`src/rtl/pacd_pkg.sv`:
```
// Package for the PWM angle capture decoder: constants, payload and control types.
`default_nettype none
package pacd_pkg;

  localparam int unsigned FULL_TURN  = 3600;
  localparam int unsigned ANGLE_W    = 12;
  localparam int unsigned STAMP_W    = 16;

  localparam logic OP_ARM     = 1'b0;
  localparam logic OP_CAPTURE = 1'b1;

  typedef struct packed {
    logic               opcode;
    logic [STAMP_W-1:0] capture_time;
    logic               pin_low;
    logic               capture_pending;
  } pacd_in_t;

  typedef struct packed {
    logic [ANGLE_W-1:0] angle_tenth_degree;
    logic               short_pulse;
    logic               period_error;
  } pacd_out_t;

  // Position within one measurement sequence.
  typedef enum logic [1:0] {
    PH_START = 2'd0,
    PH_END   = 2'd1,
    PH_FALL  = 2'd2
  } pacd_phase_e;

  typedef enum logic [2:0] {
    ST_IDLE,
    ST_MUL,
    ST_DIV,
    ST_FIN,
    ST_WRITE
  } pacd_state_e;

  typedef struct packed {
    logic accept;
    logic mul;
    logic div_step;
    logic fin;
    logic load_out;
  } pacd_cmd_t;

  typedef struct packed {
    logic need_short;
    logic need_div;
    logic div_last;
    logic out_free;
  } pacd_sts_t;

endpackage
`default_nettype wire

```
`src/rtl/pacd_ctrl.sv`:
```
// Controller state machine that sequences accept, multiply, divide and output load.
`default_nettype none
module pacd_ctrl (
  input  wire logic                clk_i,
  input  wire logic                rst_ni,
  input  wire logic                in_valid_i,
  output      logic                in_stall_o,
  input  wire pacd_pkg::pacd_sts_t sts_i,
  output      pacd_pkg::pacd_cmd_t cmd_o
);

  pacd_pkg::pacd_state_e state_q, state_d;

  always_ff @(posedge clk_i or negedge rst_ni) begin
    if (!rst_ni) begin
      state_q <= pacd_pkg::ST_IDLE;
    end else begin
      state_q <= state_d;
    end
  end

  always_comb begin
    state_d    = state_q;
    cmd_o      = '0;
    in_stall_o = 1'b1;
    unique case (state_q)
      pacd_pkg::ST_IDLE: begin
        in_stall_o   = 1'b0;
        cmd_o.accept = in_valid_i;
        if (in_valid_i) begin
          if (sts_i.need_short) begin
            state_d = pacd_pkg::ST_WRITE;
          end else if (sts_i.need_div) begin
            state_d = pacd_pkg::ST_MUL;
          end
        end
      end
      pacd_pkg::ST_MUL: begin
        cmd_o.mul = 1'b1;
        state_d   = pacd_pkg::ST_DIV;
      end
      pacd_pkg::ST_DIV: begin
        cmd_o.div_step = 1'b1;
        if (sts_i.div_last) begin
          state_d = pacd_pkg::ST_FIN;
        end
      end
      pacd_pkg::ST_FIN: begin
        cmd_o.fin = 1'b1;
        state_d   = pacd_pkg::ST_WRITE;
      end
      pacd_pkg::ST_WRITE: begin
        // hold until the output register can take the beat
        if (sts_i.out_free) begin
          cmd_o.load_out = 1'b1;
          state_d        = pacd_pkg::ST_IDLE;
        end
      end
      default: begin
        state_d = pacd_pkg::ST_IDLE;
      end
    endcase
  end

endmodule
`default_nettype wire

```
`src/rtl/pacd_dp.sv`:
```
// Datapath: sequence state, stamps, multiplier, restoring divider with modular quotient.
`default_nettype none
module pacd_dp #(
  parameter int unsigned FullTurn = pacd_pkg::FULL_TURN
) (
  input  wire logic                         clk_i,
  input  wire logic                         rst_ni,
  input  wire pacd_pkg::pacd_in_t           in_data_i,
  input  wire logic                         cfg_we_i,
  input  wire logic [pacd_pkg::ANGLE_W-1:0] cfg_wdata_i,
  input  wire pacd_pkg::pacd_cmd_t          cmd_i,
  output      pacd_pkg::pacd_sts_t          sts_o,
  output      logic                         out_valid_o,
  input  wire logic                         out_stall_i,
  output      pacd_pkg::pacd_out_t          out_data_o
);

  localparam int unsigned StampW = pacd_pkg::STAMP_W;
  localparam int unsigned AngleW = pacd_pkg::ANGLE_W;
  localparam int unsigned ModW   = $clog2(FullTurn + 1);
  localparam int unsigned ProdW  = StampW + ModW;
  localparam int unsigned CntW   = $clog2(ProdW);
  localparam int unsigned OffW   = (ModW > AngleW) ? ModW : AngleW;

  // sequence state
  pacd_pkg::pacd_phase_e phase_q;
  logic                  armed_q;
  logic [StampW-1:0]     start_q;
  logic [StampW-1:0]     end_q;
  logic [AngleW-1:0]     cfg_q;

  // arithmetic
  logic [StampW-1:0]     high_q;
  logic [StampW-1:0]     period_q;
  logic                  short_q;
  logic [ProdW-1:0]      dvd_q;
  logic [StampW-1:0]     rem_q;
  logic [ModW-1:0]       qmod_q;
  logic [ModW-1:0]       angle_q;
  logic [CntW-1:0]       cnt_q;

  logic                  out_valid_q;
  pacd_pkg::pacd_out_t   out_q;

  logic                  is_capture;
  logic [OffW-1:0]       off_ext;
  logic [OffW-1:0]       full_ext;
  logic [OffW-1:0]       off_sat;
  logic [ModW-1:0]       offset_term;
  logic [StampW:0]       trial;
  logic                  trial_ge;
  logic [ModW:0]         qmod_dbl;
  logic [ModW-1:0]       qmod_next;
  logic [ModW:0]         fin_sum;
  logic [ModW-1:0]       fin_red;

  assign is_capture = (in_data_i.opcode == pacd_pkg::OP_CAPTURE) && armed_q;

  assign sts_o.need_short = is_capture && (phase_q == pacd_pkg::PH_END) &&
                            in_data_i.pin_low && !in_data_i.capture_pending;
  assign sts_o.need_div   = is_capture && (phase_q == pacd_pkg::PH_FALL);
  assign sts_o.div_last   = (cnt_q == '0);
  assign sts_o.out_free   = !out_valid_q || !out_stall_i;

  // offset saturates at a full turn
  always_comb begin
    off_ext     = OffW'(cfg_q);
    full_ext    = OffW'(FullTurn);
    off_sat     = (off_ext > full_ext) ? full_ext : off_ext;
    offset_term = ModW'(full_ext - off_sat);
  end

  // one restoring step; the quotient is kept only modulo a full turn
  always_comb begin
    trial     = {rem_q, dvd_q[ProdW-1]};
    trial_ge  = (trial >= {1'b0, period_q});
    qmod_dbl  = {qmod_q, trial_ge};
    qmod_next = (qmod_dbl >= (ModW+1)'(FullTurn)) ?
                ModW'(qmod_dbl - (ModW+1)'(FullTurn)) : ModW'(qmod_dbl);
    fin_sum   = (ModW+1)'(qmod_q) + (ModW+1)'(offset_term);
    fin_red   = (fin_sum >= (ModW+1)'(FullTurn)) ?
                ModW'(fin_sum - (ModW+1)'(FullTurn)) : ModW'(fin_sum);
  end

  always_ff @(posedge clk_i or negedge rst_ni) begin
    if (!rst_ni) begin
      phase_q <= pacd_pkg::PH_START;
      armed_q <= 1'b0;
      start_q <= '0;
      end_q   <= StampW'(1);
      cfg_q   <= '0;
    end else begin
      if (cfg_we_i) begin
        cfg_q <= cfg_wdata_i;
      end
      if (cmd_i.accept) begin
        if (in_data_i.opcode == pacd_pkg::OP_ARM) begin
          phase_q <= pacd_pkg::PH_START;
          armed_q <= 1'b1;
        end else if (armed_q) begin
          unique case (phase_q)
            pacd_pkg::PH_START: begin
              start_q <= in_data_i.capture_time;
              phase_q <= pacd_pkg::PH_END;
            end
            pacd_pkg::PH_END: begin
              end_q <= in_data_i.capture_time;
              if (sts_o.need_short) begin
                phase_q <= pacd_pkg::PH_START;
                armed_q <= 1'b0;
              end else begin
                phase_q <= pacd_pkg::PH_FALL;
              end
            end
            pacd_pkg::PH_FALL: begin
              phase_q <= pacd_pkg::PH_START;
              armed_q <= 1'b0;
            end
            default: begin
              phase_q <= phase_q;
            end
          endcase
        end
      end
    end
  end

  always_ff @(posedge clk_i) begin
    if (cmd_i.accept) begin
      high_q   <= in_data_i.capture_time - end_q;
      period_q <= end_q - start_q;
      short_q  <= sts_o.need_short;
    end
    if (cmd_i.mul) begin
      dvd_q  <= ProdW'(high_q) * ProdW'(FullTurn);
      rem_q  <= '0;
      qmod_q <= '0;
      cnt_q  <= CntW'(ProdW - 1);
    end
    if (cmd_i.div_step) begin
      dvd_q  <= {dvd_q[ProdW-2:0], 1'b0};
      rem_q  <= trial_ge ? StampW'(trial - {1'b0, period_q}) : trial[StampW-1:0];
      qmod_q <= qmod_next;
      cnt_q  <= cnt_q - CntW'(1);
    end
    if (cmd_i.fin) begin
      angle_q <= fin_red;
    end
  end

  always_ff @(posedge clk_i or negedge rst_ni) begin
    if (!rst_ni) begin
      out_valid_q <= 1'b0;
    end else if (cmd_i.load_out) begin
      out_valid_q <= 1'b1;
    end else if (!out_stall_i) begin
      out_valid_q <= 1'b0;
    end
  end

  always_ff @(posedge clk_i) begin
    if (cmd_i.load_out) begin
      if (short_q) begin
        out_q.angle_tenth_degree <= AngleW'(offset_term);
        out_q.short_pulse        <= 1'b1;
        out_q.period_error       <= 1'b0;
      end else if (period_q == '0) begin
        out_q.angle_tenth_degree <= '0;
        out_q.short_pulse        <= 1'b0;
        out_q.period_error       <= 1'b1;
      end else begin
        out_q.angle_tenth_degree <= AngleW'(angle_q);
        out_q.short_pulse        <= 1'b0;
        out_q.period_error       <= 1'b0;
      end
    end
  end

  assign out_valid_o = out_valid_q;
  assign out_data_o  = out_q;

endmodule
`default_nettype wire

```
`src/rtl/pwm_angle_capture_decoder.sv`:
```
// Top level of the PWM angle capture decoder: controller plus datapath.
`default_nettype none
// Decodes a PWM angle sensor from timer capture beats. An arm beat restarts the
// sequence; the next two captures mark the period start and end, the third the
// falling edge, and a result beat carries the angle in tenths of a degree. Arm
// beats and the first two captures are taken directly in the idle state; a short
// pulse result goes straight to the output load. The falling-edge capture runs
// through these steps in order: form the differences, multiply, one restoring
// divider step per quotient bit, add the offset, and load the output register.
// The input stalls while an item is in work; the output register holds a result
// while the next item is taken, and the block waits only if that register still
// holds a stalled result when a new result is ready. angle_offset is written
// through cfg_we_i/cfg_wdata_i; the user must do so only while the block is idle,
// as the block itself does not enforce this.
module pwm_angle_capture_decoder #(
  parameter int unsigned FullTurn = pacd_pkg::FULL_TURN
) (
  input  wire logic                         clk_i,
  input  wire logic                         rst_ni,
  input  wire logic                         cfg_we_i,
  input  wire logic [pacd_pkg::ANGLE_W-1:0] cfg_wdata_i,
  input  wire logic                         in_valid_i,
  output      logic                         in_stall_o,
  input  wire pacd_pkg::pacd_in_t           in_data_i,
  output      logic                         out_valid_o,
  input  wire logic                         out_stall_i,
  output      pacd_pkg::pacd_out_t          out_data_o
);

  pacd_pkg::pacd_cmd_t cmd;
  pacd_pkg::pacd_sts_t sts;

  pacd_ctrl u_ctrl (
    .clk_i      (clk_i),
    .rst_ni     (rst_ni),
    .in_valid_i (in_valid_i),
    .in_stall_o (in_stall_o),
    .sts_i      (sts),
    .cmd_o      (cmd)
  );

  pacd_dp #(
    .FullTurn (FullTurn)
  ) u_dp (
    .clk_i       (clk_i),
    .rst_ni      (rst_ni),
    .in_data_i   (in_data_i),
    .cfg_we_i    (cfg_we_i),
    .cfg_wdata_i (cfg_wdata_i),
    .cmd_i       (cmd),
    .sts_o       (sts),
    .out_valid_o (out_valid_o),
    .out_stall_i (out_stall_i),
    .out_data_o  (out_data_o)
  );

endmodule
`default_nettype wire

```
`config.mk`:
```
export PLATFORM = sky130hd
export DESIGN_NAME = pwm_angle_capture_decoder
export DESIGN_NICKNAME = d
export VERILOG_FILES = /design/src/rtl/pacd_pkg.sv /design/src/rtl/pacd_ctrl.sv /design/src/rtl/pacd_dp.sv /design/src/rtl/pwm_angle_capture_decoder.sv
export SDC_FILE = /design/constraint.sdc
export NUM_CORES = 1
export LEC_CHECK = 0
export BUFFER_PORTS_ARGS = -buffer_cell sky130_fd_sc_hd__buf_4
export CAP_MARGIN = 15
export CORE_ASPECT_RATIO = 0.8
export CORE_UTILIZATION = 63
export CTS_CLUSTER_DIAMETER = 200
export DETAILED_ROUTE_END_ITERATION = 10
export PLACE_DENSITY_LB_ADDON = 0.08
export SYNTH_ARGS = -nofsm -noshare
export SYNTH_HDL_FRONTEND = slang
export SYNTH_HIERARCHICAL = 1
export SYNTH_SLANG_ARGS = --single-unit
```
`constraint.sdc`:
```
create_clock -name clk_i -period 6.8 [get_ports clk_i]
set_input_delay 0 -clock clk_i [delete_from_list [all_inputs] [get_ports clk_i]]
set_output_delay 0 -clock clk_i [all_outputs]
set_load 0.02 [all_outputs]
```
==> flow_summary.ini <==
[run_status]
status = finished clean

[yosys]
yosysSeqAreaShare = 0.395
ys_seq_elements = 167
yosys-mux-area-fraction = 0.0595
synth_edf_count = 116
synth_top_family_by_area = adder cells
async_flop_share = 0.305
yosys_warnings = 6
synthAdderAreaFrac = 0.182
synth_area_um2 = 12000
ys_types = 78
yosys.area_share.simple = 0.140
synth-xor-area-share = 0.0480
synth_compound_area_frac = 0.130
syn-mean-instance-area_um2 = 10.4
ys.flop_type = edfxtp_1
netlist_instances = 1156
syn-num-nets = 1350

[job]
maxCapViolCount = 0

[global_routing]
antenna_found_initial = 0
grt_pass1_vias = 8634
grt_pass1_wl_um = 43000
grt_overflow = 0
grt_usage = 0.279
grt_max_degree = 80

[sta]
setup_viol = 0
period_share = 0.779
max_freq_mhz = 189
setup-tns-final_ns = 0
hold_slack_ns = 0.0349
worstMarginPinSlew_ns = 1.09
finalMaxSlewViolations = 0
finalWorstSetupSlack_ns = 1.50
final_hold_viol_count = 0
skew_ns = 0.0114
period_minus_slack_ns = 5.30
rsz0062_at_grt = false
max-slew-margin-rel = 0.272

[cells_and_area]
layout-drive-gt1-share = 0.128
fin_util = 0.744
seq_area_um2 = 4760
n_fill_cell = 1308
multi_input_comb_area_um2 = 6740
area_delta_synth_final_pct = 14.0
diodes = 0
fin_nets = 1445

[clock_network]
cts_tree = built
clockBufferDepth = 2
cts_made_buffers = 17
cts.sinks = 167
post_cts_buffers = 0
cts_root_buffer = clkbuf_16
cts-hold-fix-buffers = 45
ctsResizeCount = 0
clk_pin_slew_worst_paths_ns = 0.07
h-tree-depth = 4
clkLatencyLatePin_ns = 0.43

[routing]
vias = 8906
via_per_inst = 5.87
drt_iter0_drc = 798
drtAntennaViolNets = 0
finalWirelength_um = 25900
drc_errors = 0
firstDrtPassIters = 5
wl_per_cell_um = 17.1

[floorplanning]
design.die.area_um2 = 19700
core_area_um2 = 18400
dieHeight_um = 126
io_pins = 52
rows = 44
initial_core_util = 0.653
die_x_um = 157

[critical_path]
cp-start-kind = flop
crit_required_ns = 6.99
critical_path.max_fanout = 10
cp.arrival_ns = 5.49
end_kind = flop
path_class = reg2reg

[place]
dp_slack_ns = 1.58
hpwl_um = 18400
gp_congestion = 0.920
place.port_buffers = 51

[worst_hold_path]
holdCritPathClass = in2reg
layout by cell type, fill, tap and decap left out, drive strengths merged, types with 22 or more instances in the layout:
master	instances
a21oi	53
buf	55
dfrtp	50
dlygate4sd3	45
edfxtp	116
fa	28
ha	130
inv	127
mux2	49
nand2	105
nand3	23
nor2	47
nor2b	24
nor3	22
o21ai	66
xnor2	40
xor2	26
worst max-delay path, stage by stage (launching register included):
cell and delay, ns:
dfrtp_1 0.45, o41ai_1 0.70, nand2_1 0.23, nand2_1 0.17, nand2_1 0.07, ha_1 0.26, a211oi_1 0.22, a21oi_1 0.10
ha_1 0.42, a21oi_1 0.34, nand4_1 0.14, o311ai_1 0.11, a221oi_1 0.18, inv_1 0.13, ha_1 0.14, or4b_1 0.41
or3_1 0.35, a21oi_2 0.23, a21oi_4 0.11, mux2_4 0.30
registers in the layout, summed over array words and instances, names as in the netlist:
| signal | cells |
|---|---|
| u_dp/dvd_q | 24 |
| u_dp/end_q | 16 |
| u_dp/high_q | 16 |
| u_dp/period_q | 16 |
| u_dp/rem_q | 16 |
| u_dp/start_q | 16 |
| u_dp/out_data_o | 14 |
| u_dp/angle_q | 12 |
| u_dp/cfg_q | 12 |
| u_dp/qmod_q | 12 |
| u_dp/cnt_q | 5 |
| u_ctrl/state_q | 3 |
| u_dp/phase_q | 2 |
| u_dp/armed_q | 1 |
| u_dp/out_valid_o | 1 |
| u_dp/short_q | 1 |
path summary, 6_finish.rpt:
| kind | startpoint | end | slack (ns) | cells after the start |
|---|---|---|---|---|
| worst max register to register | u_dp/cfg_q[0] | u_dp/angle_q[5] | 1.50 | 19 |
| min in group asynchronous | rst_ni | u_dp/out_valid_o | 0.16 | 2 |
| worst max-delay path | u_dp/cfg_q[0] | u_dp/angle_q[5] | 1.50 | 19 |
| worst min-delay path | in_data_i[1] | u_dp/short_q | 0.03 | 3 |
| worst min register to register | u_dp/end_q[0] | u_dp/end_q[0] | 0.50 | 2 |
| max in group asynchronous | rst_ni | u_dp/cfg_q[10] | 6.13 | 2 |
logic make-up (layout without fill, tap and decap cells):
| logic type | count (synthesis) | count (layout) |
|---|---|---|
| flip-flops | 167 | 167 |
| XOR/XNOR | 66 | 66 |
| buffers and inverters | 141 | 249 |
| adder cells (fa/ha/maj) | 158 | 158 |
| multiplexers | 65 | 65 |
| AND/OR/NAND/NOR | 326 | 326 |
| AO/OA/AOI/OAI | 233 | 233 |
metrics by stage:
step	instances	cell area, um^2
after floorplan	1156	12000
after global placement	1440	12700
after detailed placement	1440	12700
after CTS	1517	13700
after global routing	1517	13700
final	1517	13700
cell type report:
class                   instances  area share
multi-input cells             848       0.491
repair buffers                100      0.0629
clock inverters                15      0.0129
inverters                     117      0.0320
flip-flops and latches        167       0.347
clock buffers                  17      0.0310
well taps                     253      0.0231
cells in the mapped netlist, types with 3 or more instances:
cell,n,share of area
mux2_2,48,0.045
ha_1,130,0.14
o31ai_1,9,0.0056
nand3_1,22,0.0091
mux2i_1,16,0.013
fa_1,28,0.047
nor2b_1,24,0.012
o21ai_0,63,0.026
a21boi_0,3,0.0019
a211oi_1,7,0.0044
or3_1,8,0.0042
nor3b_1,4,0.0025
o2bb2ai_1,3,0.0022
nand2b_1,10,0.0052
dfrtp_1,50,0.10
xor2_1,26,0.019
o21ai_1,3,0.0012
a31oi_1,10,0.0052
nor2_1,46,0.014
o211ai_1,9,0.0056
inv_1,117,0.036
o2111ai_1,3,0.0022
nor4b_1,3,0.0022
or4_1,3,0.0019
o21a_1,12,0.0075
nand3b_1,11,0.0069
xnor2_1,40,0.029
o211a_1,4,0.0033
edfxtp_1,116,0.29
a21o_1,21,0.013
or2_2,10,0.0052
and2_1,12,0.0062
nand4_1,11,0.0057
a21oi_1,51,0.021
nor4_1,8,0.0042
clkbuf_1,18,0.0056
a2111oi_0,7,0.0051
nor3_1,22,0.0091
nand2_1,105,0.033
o311ai_0,4,0.0029
a211o_1,4,0.0029
and3_1,15,0.0078
per-layer routing:
metal	vias up	track usage	part of all wire
met2	263	0.421	0.43
met5	-	0	0
met3	36	0.0496	0.058
li1	4356	-	-
met1	4251	0.413	0.50
met4	0	0.0767	0.017
Power is not shown: default switching activity piles up to over one toggle a cycle in this logic, so the estimate is an artifact.
